## config.mk

```make
export PLATFORM = sky130hd
export DESIGN_NAME = led_pattern_sequencer
export DESIGN_NICKNAME = d
export VERILOG_FILES = /design/src/design/lps_pkg.sv /design/src/design/led_pattern_sequencer.sv /design/src/design/lps_cfg_regs.sv /design/src/design/lps_step_logic.sv
export SDC_FILE = /design/constraint.sdc
export NUM_CORES = 1
export LEC_CHECK = 0
export ABC_AREA = 0
export BUFFER_PORTS_ARGS = -buffer_cell sky130_fd_sc_hd__buf_2
export CORE_MARGIN = 8
export CORE_UTILIZATION = 66
export DETAILED_ROUTE_END_ITERATION = 8
export GPL_TIMING_DRIVEN = 0
export PLACE_DENSITY = 0.86
export SKIP_LAST_GASP = 1
export SLEW_MARGIN = 20
export SYNTH_ARGS = -nofsm -noshare
export SYNTH_HDL_FRONTEND = slang
export SYNTH_SLANG_ARGS = --single-unit
```

## constraint.sdc

```tcl
create_clock -name clk -period 12.7 [get_ports clk]
set_input_delay 1.905 -clock clk [delete_from_list [all_inputs] [get_ports clk]]
set_output_delay 1.905 -clock clk [all_outputs]
set_load 0.01 [all_outputs]
```

## src/design/lps_pkg.sv

```systemverilog
// shared types, constants and step functions for the led pattern sequencer
package lps_pkg;

	localparam int unsigned LED_W   = 8;
	localparam int unsigned MODE_W  = 3;
	localparam int unsigned STEP_W  = 4;
	localparam int unsigned TICK_W  = 16;
	localparam int unsigned CFG_IDX_W = 2;

	localparam logic [TICK_W-1:0] FLASH_TICKS_RST = 16'd500;
	localparam logic [TICK_W-1:0] SHIFT_TICKS_RST = 16'd250;
	localparam logic [TICK_W-1:0] PAIR_TICKS_RST  = 16'd300;

	typedef enum logic [MODE_W-1:0] {
		MODE_TOGGLE   = 3'd0,
		MODE_UP       = 3'd1,
		MODE_DOWN     = 3'd2,
		MODE_CONVERGE = 3'd3,
		MODE_DIVERGE  = 3'd4,
		MODE_PINGPONG = 3'd5,
		MODE_SNAKE    = 3'd6,
		MODE_CONV_DIV = 3'd7
	} lps_mode_t;

	typedef enum logic [CFG_IDX_W-1:0] {
		REG_FLASH_TICKS = 2'd0,
		REG_SHIFT_TICKS = 2'd1,
		REG_PAIR_TICKS  = 2'd2,
		REG_UNUSED      = 2'd3
	} lps_reg_t;

	typedef struct packed {
		logic [TICK_W-1:0] flash_ticks;
		logic [TICK_W-1:0] shift_ticks;
		logic [TICK_W-1:0] pair_ticks;
	} lps_cfg_t;

	typedef struct packed {
		logic [LED_W-1:0]  led_levels;
		lps_mode_t         active_mode;
		logic [STEP_W-1:0] step_index;
		logic [TICK_W-1:0] tick_count;
	} lps_state_t;

	function automatic logic [LED_W-1:0] bit_of(input logic [2:0] n);
		return LED_W'(1) << n;
	endfunction

	function automatic logic [LED_W-1:0] pair_mask(input logic [1:0] i);
		return bit_of({1'b0, i}) | bit_of(3'd7 - {1'b0, i});
	endfunction

	function automatic logic [STEP_W-1:0] steps_in_run(input lps_mode_t mode);
		logic [STEP_W-1:0] n;
		unique case (mode)
			MODE_TOGGLE:                 n = 4'd1;
			MODE_CONVERGE, MODE_DIVERGE: n = 4'd4;
			MODE_PINGPONG:               n = 4'd15;
			default:                     n = 4'd8;
		endcase
		return n;
	endfunction

	function automatic logic [LED_W-1:0] step_mask(input lps_mode_t mode,
			input logic [STEP_W-1:0] s);
		logic [LED_W-1:0] m;
		unique case (mode)
			MODE_UP, MODE_SNAKE: m = bit_of(s[2:0]);
			MODE_DOWN:           m = bit_of(3'd7 - s[2:0]);
			MODE_CONVERGE:       m = pair_mask(s[1:0]);
			MODE_DIVERGE:        m = pair_mask(2'd3 - s[1:0]);
			MODE_PINGPONG:       m = s[3] ? bit_of(3'(4'd14 - s)) : bit_of(s[2:0]);
			MODE_CONV_DIV:       m = s[3:2] == 2'd0 ? pair_mask(s[1:0])
			                                        : pair_mask(2'd3 - s[1:0]);
			default:             m = '1;
		endcase
		return m;
	endfunction

endpackage

```

## src/design/led_pattern_sequencer.sv

```systemverilog
// top level of the led pattern sequencer: input stage, state and result register
// Each input transaction is one 1 ms tick carrying the three switch bits; each tick
// returns exactly one output transaction with the eight LED levels held during it.
// The switches only matter on the first tick of a pattern run, after which the run
// plays to its end. A tick is captured in an input register, the step logic works
// on it and the LED levels land in a result register, where they are held until
// the output side takes them. One tick can be accepted every cycle while the output
// side keeps taking results. The figure is set by the single state update per tick
// (counter compare and bit updates). The three period registers reset to 500, 250
// and 300 ticks and are written through the configuration channel, which is always
// ready; writes to index 3 are dropped.
module led_pattern_sequencer (
	input  logic                             clk,
	input  logic                             arst_n,
	// tick channel
	input  logic                             in_valid,
	output logic                             in_stall,
	input  logic [lps_pkg::MODE_W-1:0]       switches,
	// led channel
	output logic                             out_valid,
	input  logic                             out_stall,
	output logic [lps_pkg::LED_W-1:0]        leds,
	// configuration channel
	input  logic                             cfg_valid,
	output logic                             cfg_ready,
	input  logic [lps_pkg::CFG_IDX_W-1:0]    cfg_index,
	input  logic [lps_pkg::TICK_W-1:0]       cfg_data
);
	import lps_pkg::*;

	lps_cfg_t          cfg;
	lps_state_t        state_q;
	lps_state_t        state_nxt;
	logic [LED_W-1:0]  leds_nxt;
	logic [LED_W-1:0]  leds_q;
	logic              out_valid_q;
	logic              valid_s1;
	logic [MODE_W-1:0] switches_s1;
	logic              in_take;
	logic              advance;

	lps_cfg_regs u_cfg (
		.clk       (clk),
		.arst_n    (arst_n),
		.cfg_valid (cfg_valid),
		.cfg_ready (cfg_ready),
		.cfg_index (cfg_index),
		.cfg_data  (cfg_data),
		.cfg       (cfg)
	);

	lps_step_logic u_step (
		.cfg      (cfg),
		.cur      (state_q),
		.switches (switches_s1),
		.nxt      (state_nxt),
		.leds     (leds_nxt)
	);

	// the captured tick moves on when the result register is free or being emptied
	assign advance   = valid_s1 && (!out_valid_q || !out_stall);
	assign in_stall  = valid_s1 && !advance;
	assign in_take   = in_valid && !in_stall;
	assign out_valid = out_valid_q;
	assign leds      = leds_q;

	// input register
	always_ff @(posedge clk or negedge arst_n) begin
		if (!arst_n) begin
			valid_s1 <= 1'b0;
		end else if (in_take) begin
			valid_s1 <= 1'b1;
		end else if (advance) begin
			valid_s1 <= 1'b0;
		end
	end

	always_ff @(posedge clk) begin
		if (in_take) begin
			switches_s1 <= switches;
		end
	end

	// sequencer state, updated once per tick
	always_ff @(posedge clk or negedge arst_n) begin
		if (!arst_n) begin
			state_q.led_levels  <= '0;
			state_q.active_mode <= MODE_TOGGLE;
			state_q.step_index  <= '0;
			state_q.tick_count  <= '0;
		end else if (advance) begin
			state_q <= state_nxt;
		end
	end

	// result register
	always_ff @(posedge clk or negedge arst_n) begin
		if (!arst_n) begin
			out_valid_q <= 1'b0;
		end else if (advance) begin
			out_valid_q <= 1'b1;
		end else if (!out_stall) begin
			out_valid_q <= 1'b0;
		end
	end

	always_ff @(posedge clk) begin
		if (advance) begin
			leds_q <= leds_nxt;
		end
	end

endmodule

```

## src/design/lps_cfg_regs.sv

```systemverilog
// period registers written through the configuration channel
module lps_cfg_regs (
	input  logic                             clk,
	input  logic                             arst_n,
	input  logic                             cfg_valid,
	output logic                             cfg_ready,
	input  logic [lps_pkg::CFG_IDX_W-1:0]    cfg_index,
	input  logic [lps_pkg::TICK_W-1:0]       cfg_data,
	output lps_pkg::lps_cfg_t                cfg
);
	import lps_pkg::*;

	lps_cfg_t cfg_q;

	assign cfg_ready = 1'b1;
	assign cfg       = cfg_q;

	always_ff @(posedge clk or negedge arst_n) begin
		if (!arst_n) begin
			cfg_q.flash_ticks <= FLASH_TICKS_RST;
			cfg_q.shift_ticks <= SHIFT_TICKS_RST;
			cfg_q.pair_ticks  <= PAIR_TICKS_RST;
		end else if (cfg_valid && cfg_ready) begin
			unique case (lps_reg_t'(cfg_index))
				REG_FLASH_TICKS: cfg_q.flash_ticks <= cfg_data;
				REG_SHIFT_TICKS: cfg_q.shift_ticks <= cfg_data;
				REG_PAIR_TICKS:  cfg_q.pair_ticks  <= cfg_data;
				default: ;
			endcase
		end
	end

endmodule

```

## src/design/lps_step_logic.sv

```systemverilog
// one tick of the sequencer: led output and next state
module lps_step_logic (
	input  lps_pkg::lps_cfg_t              cfg,
	input  lps_pkg::lps_state_t            cur,
	input  logic [lps_pkg::MODE_W-1:0]     switches,
	output lps_pkg::lps_state_t            nxt,
	output logic [lps_pkg::LED_W-1:0]      leds
);
	import lps_pkg::*;

	logic              run_start;
	lps_mode_t         mode;
	logic [LED_W-1:0]  mask;
	logic [LED_W-1:0]  lit;
	logic [TICK_W-1:0] period_raw;
	logic [TICK_W-1:0] period;
	logic              step_done;
	logic [STEP_W-1:0] step_inc;

	always_comb begin
		run_start = (cur.step_index == '0) && (cur.tick_count == '0);
		mode      = run_start ? lps_mode_t'(switches) : cur.active_mode;
		mask      = step_mask(mode, cur.step_index);

		if (cur.tick_count == '0)
			lit = (mode == MODE_TOGGLE) ? ~cur.led_levels : (cur.led_levels | mask);
		else
			lit = cur.led_levels;

		unique case (mode)
			MODE_TOGGLE:                                period_raw = cfg.flash_ticks;
			MODE_CONVERGE, MODE_DIVERGE, MODE_CONV_DIV: period_raw = cfg.pair_ticks;
			default:                                    period_raw = cfg.shift_ticks;
		endcase
		// a zero period behaves as one tick
		period = (period_raw == '0) ? TICK_W'(1) : period_raw;

		step_done = ({1'b0, cur.tick_count} + (TICK_W+1)'(1)) >= {1'b0, period};
		step_inc  = cur.step_index + STEP_W'(1);

		leds            = lit;
		nxt.active_mode = mode;
		nxt.led_levels  = lit;
		nxt.step_index  = cur.step_index;
		nxt.tick_count  = cur.tick_count + TICK_W'(1);

		if (step_done) begin
			if (mode != MODE_TOGGLE && mode != MODE_SNAKE)
				nxt.led_levels = lit & ~mask;
			nxt.tick_count = '0;
			nxt.step_index = step_inc;
			if (step_inc >= steps_in_run(mode)) begin
				nxt.step_index = '0;
				if (mode == MODE_UP || mode == MODE_DOWN || mode == MODE_SNAKE)
					nxt.led_levels = '0;
			end
		end
	end

endmodule

```

== Yosys cells after proc, flatten, opt, wreduce, memory -nomap -nowiden ==
Index checks and enable logic that the tools add are counted.

* Add/sub/neg operators: 8
* $lt $le $gt $ge: 2
* Eq/ne operators: 11
* Shift-type cells: 7
* Mux-type cells: 20
* Bitwise gates (word level): 6
* Reduce and logical (&&, ||, !) cells: 27

{| class="wikitable"
|+ Operators with widths
! cell !! number
|-
| 8-bit two-way mux || 8
|-
| 8-bit case mux with 6 select lines || 1
|-
| 1-bit by 3-bit << shifter with 8-bit output (first input constant) || 5
|-
| 16-bit logical NOT || 2
|-
| 16-bit two-way mux || 2
|-
| 16-bit case mux with 2 select lines || 1
|-
| 8-bit OR || 3
|-
| 16-bit by 1-bit adder with 17-bit output (second input constant) || 1
|-
| 17-bit by 16-bit >= comparator with 1-bit output || 1
|-
| 16-bit by 1-bit adder with 16-bit output (second input constant) || 1
|-
| 8-bit NOT || 2
|-
| 1-bit by 2-bit << shifter with 8-bit output (first input constant) || 2
|-
| 3-bit == test (second input constant) || 4
|-
| 4-bit case mux with 3 select lines || 1
|-
| 8-bit AND || 1
|-
| 4-bit two-way mux || 2
|-
| 2-bit AND reduction || 4
|-
| 3-bit by 2-bit == test with 1-bit output (second input constant) || 2
|-
| 3-bit by 2-bit subtractor with 3-bit output (first input constant) || 2
|-
| 3-bit subtractor (first input constant) || 2
|-
| 1-bit logical AND || 5
|-
| 4-bit by 1-bit adder with 4-bit output (second input constant) || 1
|-
| 4-bit >= comparator || 1
|-
| 1-bit logical NOT || 4
|-
| 16 further kinds || 23
|}

* Flip-flop bits (word level): 92
* Input bits: 26

== Logic depth before layout (Yosys ltp) ==
Gate-level depths: netlist of the first run.

* Depth in word-level cells: 14
* Depth in mapped cells: 23

== Cells and area by module ==
A second synthesis of the first run with hierarchy kept.

* Cells, all modules: 522
* Area total of the unflattened synthesis: 5744.3 um2

{| class="wikitable"
|+ Modules (own cells, without submodules)
! module !! instances !! cells an instance !! area each (um2) !! sequential area each (um2)
|-
| lps_step_logic || 1 || 334 || 2311.0 || 0.0
|-
| lps_cfg_regs || 1 || 104 || 1846.8 || 1221.2
|-
| led_pattern_sequencer || 1 || 84 || 1586.5 || 1156.1
|}

== Worst setup path after synthesis of the first run ==
No wires, ideal clock.

* Kind: reg-to-reg
* From: reg state_q[16] (netlist bit)
* To: reg state_q[26] (netlist bit)
* Library setup time: 0.122 ns
* Data arrival time: 4.384 ns
* Setup slack: 8.194 ns
* Stages on the path, launching flop included: 23
* Path through: dfrtp_1 inv_1 ha_1 nor2b_1 nand2b_1 nor2_4 a31oi_1 buf_2 a221oi_2 nor3b_2 nand4_1 o21ai_1 ha_1 inv_1 a21oi_1 a2111oi_0 o211ai_1 a41o_1 clkbuf_1 nand2_1 clkbuf_1 nor3_1 a2111oi_1

* Word-level cells in the longest chain between the ends: 14

{| class="wikitable"
|+ RTL lines
! element !! line !! RTL
|-
| from (decl) || led_pattern_sequencer.sv:32 || <nowiki>lps_state_t state_q;</nowiki>
|-
| from (signal assigned) || led_pattern_sequencer.sv:92 || <nowiki>state_q <= state_nxt;</nowiki>
|-
| 2-bit subtractor / 4-bit logical NOT (equally long branches) || lps_pkg.sv:71, lps_pkg.sv:74, lps_step_logic.sv:21 ||
|-
| 3-bit by 2-bit subtractor with 3-bit output / 1-bit logical AND (equally long branches) || lps_pkg.sv:50, lps_step_logic.sv:21 ||
|-
| 1-bit by 3-bit << shifter with 8-bit output / 3-bit two-way mux (equally long branches) || lps_pkg.sv:46, lps_step_logic.sv:22 ||
|-
| 8-bit OR (tied with other cells) || lps_pkg.sv:50 || <nowiki>return bit_of({1'b0, i}) | bit_of(3'd7 - {1'b0, i});</nowiki>
|-
| 8-bit two-way mux / 2-bit OR reduction (equally long branches) || lps_pkg.sv:73, lps_pkg.sv:67 ||
|-
| 8-bit case mux with 6 select lines || lps_pkg.sv:67 || <nowiki>unique case (mode)</nowiki>
|-
| 8-bit OR || lps_step_logic.sv:26 || <nowiki>lit = (mode == MODE_TOGGLE) ? ~cur.led_levels : (cur.led_levels | mask);</nowiki>
|-
| 8-bit two-way mux || lps_step_logic.sv:26 ||
|-
| 8-bit two-way mux || lps_step_logic.sv:25 || <nowiki>if (cur.tick_count == '0)</nowiki>
|-
| 8-bit AND || lps_step_logic.sv:49 || <nowiki>nxt.led_levels = lit & ~mask;</nowiki>
|-
| 8-bit two-way mux || lps_step_logic.sv:48 || <nowiki>if (mode != MODE_TOGGLE && mode != MODE_SNAKE)</nowiki>
|-
| 8-bit two-way mux || lps_step_logic.sv:54 || <nowiki>if (mode == MODE_UP || mode == MODE_DOWN || mode == MODE_SNAKE)</nowiki>
|-
| 8-bit two-way mux || lps_step_logic.sv:52 || <nowiki>if (step_inc >= steps_in_run(mode)) begin</nowiki>
|-
| 8-bit two-way mux * || lps_step_logic.sv:47 || <nowiki>if (step_done) begin</nowiki>
|}

Every way passes the cells marked *; elsewhere a longest branch is shown, timed or not. The select of a mux whose other input is x is not followed.
A chain may end at the register's enable or synchronous reset.

== Final worst setup path of the first run ==
Ends and elaborated chain as after synthesis.

==> summary.md, run 1 <==
| Metric | Value |
|---|---|
| Die Wd | 110 um |
| DR WL/cell | between 20 and 25 um |
| CP Max Fanout | 10 |
| Commonest register cell after synthesis | dfrtp_1 |
| Ys async rst share | between 80 and 90% |
| Vias in the first global route | 4,846 |
| Startpoint types | flop |
| Syn nets | between 600 and 700 |
| Routability cong. | 0.975 |
| Antenna Nets Post-Route | 0 |
| TritonCTS Sinks | between 90 and 100 |
| Initial Utilization | 67.5% |
| Rel. slew slack | 39.4% |
| Commonest cells after routing, fill and taps aside | 68 x nand2_1, 65 x dfrtp_1, 50 x mux2_2 |
| Worst Max-Slew Pin Slew | a little over 900 ps |
| Clock transition at the registers of the reported paths | ~100 ps |
| Cts repair resizes | 0 |
| Final Skew | approximately 18 ps |
| Cts hold-fix bufs | 0 |
| Slew Viols, Final | 0 |
| Final instance area | 6410 um^2 |
| Core Rows | 34 |
| Pin count of the biggest net entering global routing | 54 |
| Cells after Synth | between 500 and 600 |
| Max-cap viol count | 0 |
| Req. time, crit path | around 13,000 ps |
| Die Y | around 110 um |
| Crit path DAT | 6320 ps |
| Critical path's largest stage delay | ~570 ps |
| Slowest cell on crit path | a221oi_1 |
| Port bufs | 35 |
| H-tree levels | 3 |
| Placed Area | around 6200 um^2 |
| DR DRC count | 0 |
| Min Tclk post-route | between 6000 and 7000 ps |
| Static leakage | between 2 and 3 nW |
| Core area | between 8000 and 9000 um^2 |
| TritonCTS clock tree | yes |
| Seq/Total Area, Yosys | 40.6% |
| First-pass iteration count of the detailed router | 5 |
| Commonest non-fill, non-tap cell in the layout | nand2_1 |
| Die footprint | between 10,000 and 15,000 um^2 |
| Min-delay src | valid_s1 |
| Setup Crit Path Kind | flop to flop |
| Hold Vio Cnt, Final | 0 |
| Post-synth cell types | 78 |
| Yosys reg bits | 92 |
| Hpwl dp | between 10,000 and 15,000 um |
| Maximum clock insertion buffer count | 2 |
| EDFF count, synth | 11 |
| HP Class | flop to flop |
| Initial antenna violation count | 0 |
| Synth Warn # | 0 |
| Via Count | 4,960 |
| Layout Utilization | 73.9% |
| Launch point of the worst path | state_q[16] |
| Clk_lat worst skew | approximately 370 ps |
| Fillers | 614 |
| Finished Layout Cells | 749 |
| Syn avg cell area | 9.94 um^2 |
| RSZ-0062 raised after global routing | no |
| GRT Util Overall | approximately a quarter |
| Max Freq | 165 MHz |
| Area occupied by multi-input gates | 3270 um^2 |
| Initial drt markers | 380 |
| Via density per instance | 6.62 |
| Fin crit share | ~48% |
| Io pins | 37 |
| Layout cells sized above 1 | 23.2% |
| Mapped cell area | approximately 5900 um^2 |
| Ant diodes | 0 |
| Final wirelength | 15,200 um |
| Final Setup Violations | 0 |
| Outcome | complete, no violations |
| Critical-path cell list | inv_1 -> ha_1 -> nor2b_1 -> nand2b_1 -> o21ai_2 -> a21boi_0 -> a221oi_1 -> and4_1 -> nand4_1 -> o21ai_1 -> ha_1 -> inv_1 -> a21oi_1 -> a2111oi_0 -> o211ai_1 -> a41o_1 -> clkbuf_1 -> nand2_1 -> clkbuf_1 -> nor3_1 -> a2111oi_1 |
| CTS root buf | clkbuf_8 |
| Area delta synth->final | 9.49% |
| Cts bufs inserted | 9 |
| First-pass GRT wire length | 24,500 um |
| Power Dens Cells | 220 nW/um^2 |
| Register Area | ~2400 um^2 |
| Max VDD drop | between 0.1 and 0.15 mV |
| Reg-to-reg startpoint | state_q[16] |
| Post-CTS Setup Inserts | 0 |
| Placed insts | around 730 |
| Nets | slightly below 700 |
| Setup crit end kind | flop |
| Gr ovfl total | 0 |
| Post-route setup TNS | 0 ps |
-- per-layer routing --
layer,vias to the layer above,global-route usage [%],routed length [um]
met5,-,0,0
met4,0,9.13,224
met3,20,6.63,1370
met2,240,38.7,6960
met1,2419,35.6,6680
li1,2281,-,-
-- critical path, delay by kind of cell (launching register included) --
family | cells | cell delay, ps
simple gates | 6 | 1340
fa+ha+maj | 2 | 570
compound gates | 9 | 2800
buf+inv | 4 | 750
flops | 1 | 490
-- cells by family (layout without fill, tap and decap cells) --
kind of cell | count (synthesis) | count (layout) | synth area share, %
AND/OR/NAND/NOR | 193 | 193 | 17.0
AO/OA/AOI/OAI | 156 | 156 | 19.6
flip-flops | 92 | 92 | 40.6
multiplexers | 55 | 55 | 10.5
buffers and inverters | 47 | 99 | 3.63
adder cells (fa/ha/maj) | 29 | 29 | 6.20
XOR/XNOR | 16 | 16 | 2.39
other | 1 | 1 | 0.0640
-- state kept, by name (all words and copies together), names as in the netlist --
register     count
leds             8
out_valid        1
state_q         31
switches_s1      3
u_cfg.cfg       48
valid_s1         1
-- synth_stat cells (13+ instances only) --
cell type / number / area (um^2)
nand2_1: 68 / 255
dfrtp_1: 65 / 1630
mux2_2: 50 / 563
nor2_1: 31 / 116
ha_1: 29 / 363
o21ai_0: 27 / 135
clkbuf_1: 21 / 78.8
a21oi_1: 20 / 100
dfstp_2: 16 / 420
nand3_1: 15 / 75.1
nor3_1: 14 / 70.1
inv_1: 13 / 48.8
-- final cells by class --
cell class | count | share of cell area, %
buffer | 32 | 2.44
clock buffer | 9 | 1.93
clock inverter | 7 | 1.35
inverter | 15 | 0.878
multi-input combinational | 450 | 51.0
sequential | 92 | 37.1
tap | 108 | 2.11
timing repair buffer | 36 | 3.20
-- per-stage QoR --
step	power [mW]	worst slack, ps	hold WS, ps
5_1_grt	1.49	6110	526
3_5_place_dp	1.18	6790	484
2_1_floorplan	0.963	8190	457
3_3_place_gp	1.15	6910	475
6_report	1.41	6630	512
4_1_cts	1.39	6720	510
-- path summary, 6_finish.rpt --
kind                       depth (start not counted)  slack [ps]            to
setup / recovery                                  21        6630   state_q[26]
hold / removal                                     1         510     out_valid
setup reg to reg                                  21        6630   state_q[26]
hold reg to reg                                    1         510     out_valid
max in group asynchronous                          2       10570  u_cfg.cfg[5]
min in group asynchronous                          1        1470   state_q[30]
-- where the power goes --
group | switching (mW) | internal (mW)
combinational | 0.485 | 0.300
clock | 0.125 | 0.0794
sequential | 0.0506 | 0.373
Note: power is estimated with default switching activity, not from simulation.
==> run 2, diff against run 1 <==
- CORE_UTILIZATION: 66 -> 56
- PLACE_DENSITY: 0.86 -> 0.77
- clock period: 12.7 -> 4.9 ns (I/O delays scaled with it)
==> run 2 against run 1 <==
Clock power is 150% higher. Routed wire length is 3.5% higher. Sequential share of layout area fell by 1.7 points. Critical endpoint unchanged. Highest routed layer unchanged. Global-route usage is 3.8 points lower. Largest cell class unchanged.
==> summary.md, run 2 (synthesis gave the netlist of run 1 again) <==
| Metric | Value |
|---|---|
| Final Skew | around 22 ps |
| Final wirelength | about 16,000 um |
| Clock transition at the registers of the reported paths | 120 ps |
| First-pass iteration count of the detailed router | 5 |
| Slew Viols, Final | 0 |
| Post-route setup TNS | 0 ps |
| Core Rows | 37 |
| Rel. slew slack | 32.8% |
| Startpoint types | flop |
| First-pass GRT wire length | about 25,000 um |
| Pin count of the biggest net entering global routing | 44 |
| Cts bufs inserted | 9 |
| Die Y | about 120 um |
| Max Freq | 216 MHz |
| Via Count | between 5k and 6k |
| Ant diodes | 0 |
| Worst setup margin | about 270 ps |
| Nets | roughly 700 |
| RSZ-0062 raised after global routing | no |
| Area delta synth->final | 15.0% |
| Initial drt markers | 650 |
| Initial antenna violation count | 0 |
| Commonest non-fill, non-tap cell in the layout | nand2_1 |
| Fin crit share | a little over nine tenths |
| Routability cong. | between 0.9 and 1 |
| Initial Utilization | around 57% |
| Hold Slack | about 310 ps |
| Worst R2R Setup Slack | 270 ps |
| Gr ovfl total | 0 |
| Static leakage | around 2.9 nW |
| Req. time, crit path | ~5200 ps |
| Hpwl dp | roughly 11,000 um |
| GRT Util Overall | approximately 22% |
| Max-cap viol count | 0 |
| Max VDD drop | 0.259 mV |
| Layout Utilization | between 60 and 70% |
| Placed insts | roughly 760 |
| Max FFs per register | between 40 and 50 |
| Core area | ~10,000 um^2 |
| Placed Area | 6220 um^2 |
| Die Wd | between 100 and 150 um |
| TritonCTS clock tree | yes |
| TritonCTS Sinks | 92 |
| Setup crit end kind | flop |
| H-tree levels | 3 |
| DR WL/cell | around 20 um |
| Layout cells sized above 1 | between 20 and 30% |
| Setup Crit Path Kind | flop to flop |
| Final instance area | 6730 um^2 |
| Outcome | complete, no violations |
| Dpl ws | -1070 ps |
| Io pins | 37 |
| Worst Max-Slew Pin Slew | a little over 1000 ps |
| Final Setup Violations | 0 |
| Antenna Nets Post-Route | 0 |
| Finished Layout Cells | between 700 and 800 |
| DR DRC count | 0 |
| Crit path DAT | between 4000 and 5000 ps |
| Port bufs | 35 |
| CP Max Fanout | 10 |
| Power Dens Cells | around 600 nW/um^2 |
| Hold Vio Cnt, Final | 0 |
| Vias in the first global route | around 4.8k |
| Die footprint | 14,000 um^2 |
| Commonest cells after routing, fill and taps aside | 65 x nand2_1, 63 x dfrtp_1, 50 x mux2_2 |
| Min Tclk post-route | between 4000 and 5000 ps |
| Clk_lat worst skew | approximately 390 ps |
| Tot Pwr | roughly 4.0 mW |
| Via density per instance | ~6.4 |
| HP Class | input port to asynchronous set/reset pin |
| Cts hold-fix bufs | 0 |
| CTS root buf | clkbuf_8 |
| Maximum clock insertion buffer count | 2 |
## run 2: what timing repair did
action / CTS / global route
setup buffers: 5 / 5
setup endpoints to repair: 28 / 20
pin swaps: 4 / 9
cloned: 0 / 0
resized for setup: 30 / 15
hold endpoints to repair: 0 / 0
## run 2: critical path: stages, from the launching register on
cell	delay, ps
dfrtp_2	440
inv_1	70
ha_1	160
nor4b_4	200
nand4_1	200
buf_6	200
nor4_4	180
a31oi_4	100
buf_12	190
a221oi_4	350
and4_1	240
nand4_1	90
o21ai_1	160
ha_1	240
inv_1	50
a21oi_1	70
a2111oi_2	320
o211ai_1	150
a41o_1	240
buf_4	190
nand2_2	100
buf_6	140
nor3_1	50
a2111oi_1	370
## run 2: where the power goes
part,total (mW),internal (mW),switching (mW)
Sequential,1.10,0.969,0.136
Combinational,2.42,1.02,1.40
Clock,0.507,0.198,0.309
Total,4.03,2.18,1.85
## run 2: path summary, 6_finish.rpt
path / from / endpoint / depth (start not counted)
max: state_q[0] / state_q[26] / 23
min: arst_n / u_cfg.cfg[1] / 1
max reg2reg: state_q[0] / state_q[26] / 23
min reg2reg: state_q[26] / state_q[26] / 1
max in group asynchronous: arst_n / u_cfg.cfg[39] / 2
min in group clk: state_q[26] / state_q[26] / 1
## run 2: layer usage
| metal | up-vias | track usage [%] | wire length (um) |
|---|---|---|---|
| li1 | 2305 | - | - |
| met1 | 2458 | 30.3 | 7050 |
| met2 | 210 | 33.5 | 7260 |
| met3 | 29 | 4.90 | 1120 |
| met4 | 0 | 7.69 | 330 |
| met5 | - | 0 | 0 |
## run 2: layout make-up
| type | count | area (um^2) |
|---|---|---|
| multi-input combinational | 450 | 3470 |
| clock buffer | 9 | 124 |
| sequential | 92 | 2380 |
| inverter | 15 | 56.3 |
| buffer | 32 | 179 |
| fill | 799 | 3500 |
| clock inverter | 7 | 67.6 |
| timing repair buffer | 46 | 285 |
| tap | 136 | 170 |
==> run 3, diff against run 2 <==
- CORE_UTILIZATION: 56 -> 55
- PLACE_DENSITY: 0.77 -> 0.76
- RECOVER_POWER: unset -> 100
- SYNTH_HIERARCHICAL: unset -> 1
==> run 3 against run 2 <==
The flow now finishes with violations (capacitance limit, slew limit). Sequential power barely moved. Worst setup slack got worse by 150 ps. Critical path depth fell by 2. Total power fell by 8.9%. Synthesized area fell by 1.9%. Flip-flop and latch count did not move. Cell area fell by 1.4%.
==> summary.md, run 3 <==
| Metric | Value |
|---|---|
| Outcome | finished, violations left |
| Failing checks | capacitance limit, slew limit |
| Final instance area | roughly 6600 um^2 |
| Adder-Cell Fraction of Synth Area | ~6.3% |
| Syn avg cell area | between 10 and 15 um^2 |
| CP Max Fanout | 8 |
| Ys async rst share | between 80% and 90% |
| Via Count | approximately 4.4k |
| Area occupied by multi-input gates | between 3000 and 4000 um^2 |
| Initial drt markers | 249 |
| Finished Layout Cells | between 700 and 800 |
| Cell with the most instances after synthesis | mux2_2 |
| Top cells by area, synth | dfrtp_1 28%, mux2_2 15%, dfstp_2 7.3% |
| Antenna Nets Post-Route | 0 |
| Final Skew | between 10 and 15 ps |
| TritonCTS Sinks | slightly above 90 |
| Via density per instance | around 6 |
| Gr ovfl total | 0 |
| Req. time, crit path | about 5200 ps |
| Mapped cell area | 5740 um^2 |
| First-pass iteration count of the detailed router | 5 |
| Max-cap viol count | 2 |
| Commonest register cell after synthesis | dfrtp_1 |
| Post-Synth Simple-Gate Area | between 10% and 20% |
| H-tree levels | 3 |
| Max Freq | 209 MHz |
| Vias in the first global route | approximately 4.5k |
| Core area | between 10,000 and 15,000 um^2 |
| Top-area cell type share of the netlist area | ~28% |
| Rel. slew slack | -58.2% |
| Commonest non-fill, non-tap cell in the layout | mux2_2 |
| Nets | ~640 |
| CTS root buf | clkbuf_8 |
| Final wirelength | between 10,000 and 15,000 um |
| Cts bufs inserted | 9 |
| Slew Viols, Final | 84 |
| Min Tclk post-route | roughly 4800 ps |
| Tot Pwr | 3.68 mW |
| Startpoint types | flop |
| Fillers | 800 |
| Hold Slack | approximately 500 ps |
| Layout Utilization | 64.9% |
| Placed Area | a little over 6000 um^2 |
| Port bufs | 35 |
| Pin count of the biggest net entering global routing | 55 |
| Core Rows | 37 |
| Post-synthesis compound-gate area fraction | between 10% and 20% |
| Hold Vio Cnt, Final | 0 |
| Setup crit end kind | flop |
| TritonCTS clock tree | yes |
| Synth Warn # | 6 |
| Initial antenna violation count | 0 |
| Die footprint | 14,000 um^2 |
| RSZ-0062 raised after global routing | yes |
| Cts hold-fix bufs | 0 |
| Power Dens Cells | 553 nW/um^2 |
| Final Setup Violations | 0 |
| Register Area | between 2000 and 2500 um^2 |
| Max FFs per register | between 40 and 50 |
| Yosys reg bits | between 90 and 100 |
| Seq/Total Area, Yosys | around two fifths |
| Fin crit share | between 90% and 100% |
| GRT Util Overall | between 10% and 20% |
| Maximum clock insertion buffer count | 2 |
| Routability cong. | between 0.8 and 0.9 |
| Worst Max-Slew Pin Slew | 2370 ps |
| Commonest cells after routing, fill and taps aside | 77 x mux2_2, 63 x dfrtp_1, 36 x nand2_1 |
| Combinational family with the most area after synthesis | multiplexers |
| Io pins | 37 |
| Die Y | about 120 um |
| Synth top cells by count | 78 x mux2_2, 65 x dfrtp_1, 37 x nand2_1 |
| Static leakage | just under 3 nW |
| Yosys top cell by area | dfrtp_1 |
| DR DRC count | 0 |
| EDFF count, synth | 11 |
| Setup Crit Path Kind | flop to flop |
| DR WL/cell | roughly 19 um |
| Ant diodes | 0 |
| Mux share of post-synthesis cell area | around 16% |
| Layout cells sized above 1 | ~35% |
| Clk_lat worst skew | 370 ps |
| Max VDD drop | 0.268 mV |
| Placed insts | 694 |
| First-pass GRT wire length | 22,300 um |
| Syn nets | ~580 |
| HP Class | flop to flop |
| Cells after Synth | around 520 |
| Hpwl dp | approximately 9400 um |
| Area delta synth->final | 15.6% |
| Post-synth cell types | 68 |
| Clock transition at the registers of the reported paths | roughly 100 ps |
| Initial Utilization | roughly 56% |
| Post-synthesis xor/xnor area fraction | 2.59% |
| Crit path DAT | around 5000 ps |
| Die Wd | about 120 um |
-- run 3: cell types whose count changed in the layout (fill, tap and decap cells not counted), sizes merged, moves of 11 or more --
cell,before,now
mux2,51,79
nand2,68,38
nor2,32,17
nor3,16,5
o21ai,38,15
-- run 3: cells by family (layout without fill, tap and decap cells) --
family	Yosys count	after routing
xor+xnor	17	17
other cells	1	1
flops	92	92
fa+ha+maj	29	29
buf+inv	42	112
simple gates	147	147
mux	80	80
compound gates	114	115
-- run 3: final timing paths --
check / startpoint / endpoint / slack, ps / cells after the start
max in group asynchronous: arst_n / state_q[16] / 910 / 2
min in group asynchronous: arst_n / u_cfg/cfg[12] / 740 / 1
max: state_q[1] / state_q[19] / 130 / 21
min reg2reg: valid_s1 / out_valid / 490 / 1
max reg2reg: state_q[1] / state_q[19] / 130 / 21
min: valid_s1 / out_valid / 490 / 1
-- run 3: cell type report --
class                      count  share of cell area [%]
inverter                      17                   0.961
sequential                    92                    35.8
multi-input combinational    389                    50.3
buffer                        22                    2.41
clock buffer                  11                    2.28
clock inverter                 5                   0.660
timing repair buffer          57                    4.99
tap                          136                    2.56
-- run 3: power by group --
part           total [mW]  leakage (nW)  internal [mW]  switching (mW)
Combinational        2.07          1.78          0.954            1.11
Clock               0.499         0.101          0.219           0.281
Sequential           1.11          1.08          0.974           0.133
-- run 3: stage by stage --
step | setup TNS, ps | setup WS, ps
2_1_floorplan | 0 | 260
3_3_place_gp | -14100 | -784
3_5_place_dp | -17120 | -912
4_1_cts | 0 | 4.06
5_1_grt | -907 | -99.8
6_report | 0 | 127
-- run 3: critical path: stages, from the launching register on --
cell and delay [ps]:
dfrtp_1 430, inv_1 80, ha_2 180, nor4b_4 300, nand4_4 210, nor3_4 230
a21oi_4 90, buf_4 160, a221oi_2 430, and3_4 240, nand4_1 100, o211ai_1 200
ha_1 250, nand2b_4 140, a21oi_2 110, o21ai_1 70, a21o_1 190, a21o_1 160
a221o_2 460, buf_8 170, a31o_4 210, mux2_4 250
-- run 3: timing repair --
| action | CTS | global route |
|---|---|---|
| pin swaps | 5 | 17 |
| setup buffers | 7 | 14 |
| cloned | 1 | 0 |
| resized for setup | 30 | 36 |
| setup endpoints to repair | 28 | 26 |
-- run 3: metal layers --
metal	track usage, %	wire length (um)
met5	0	0
met4	5.52	214
met3	3.76	750
met2	32.1	6490
met1	24.9	6150
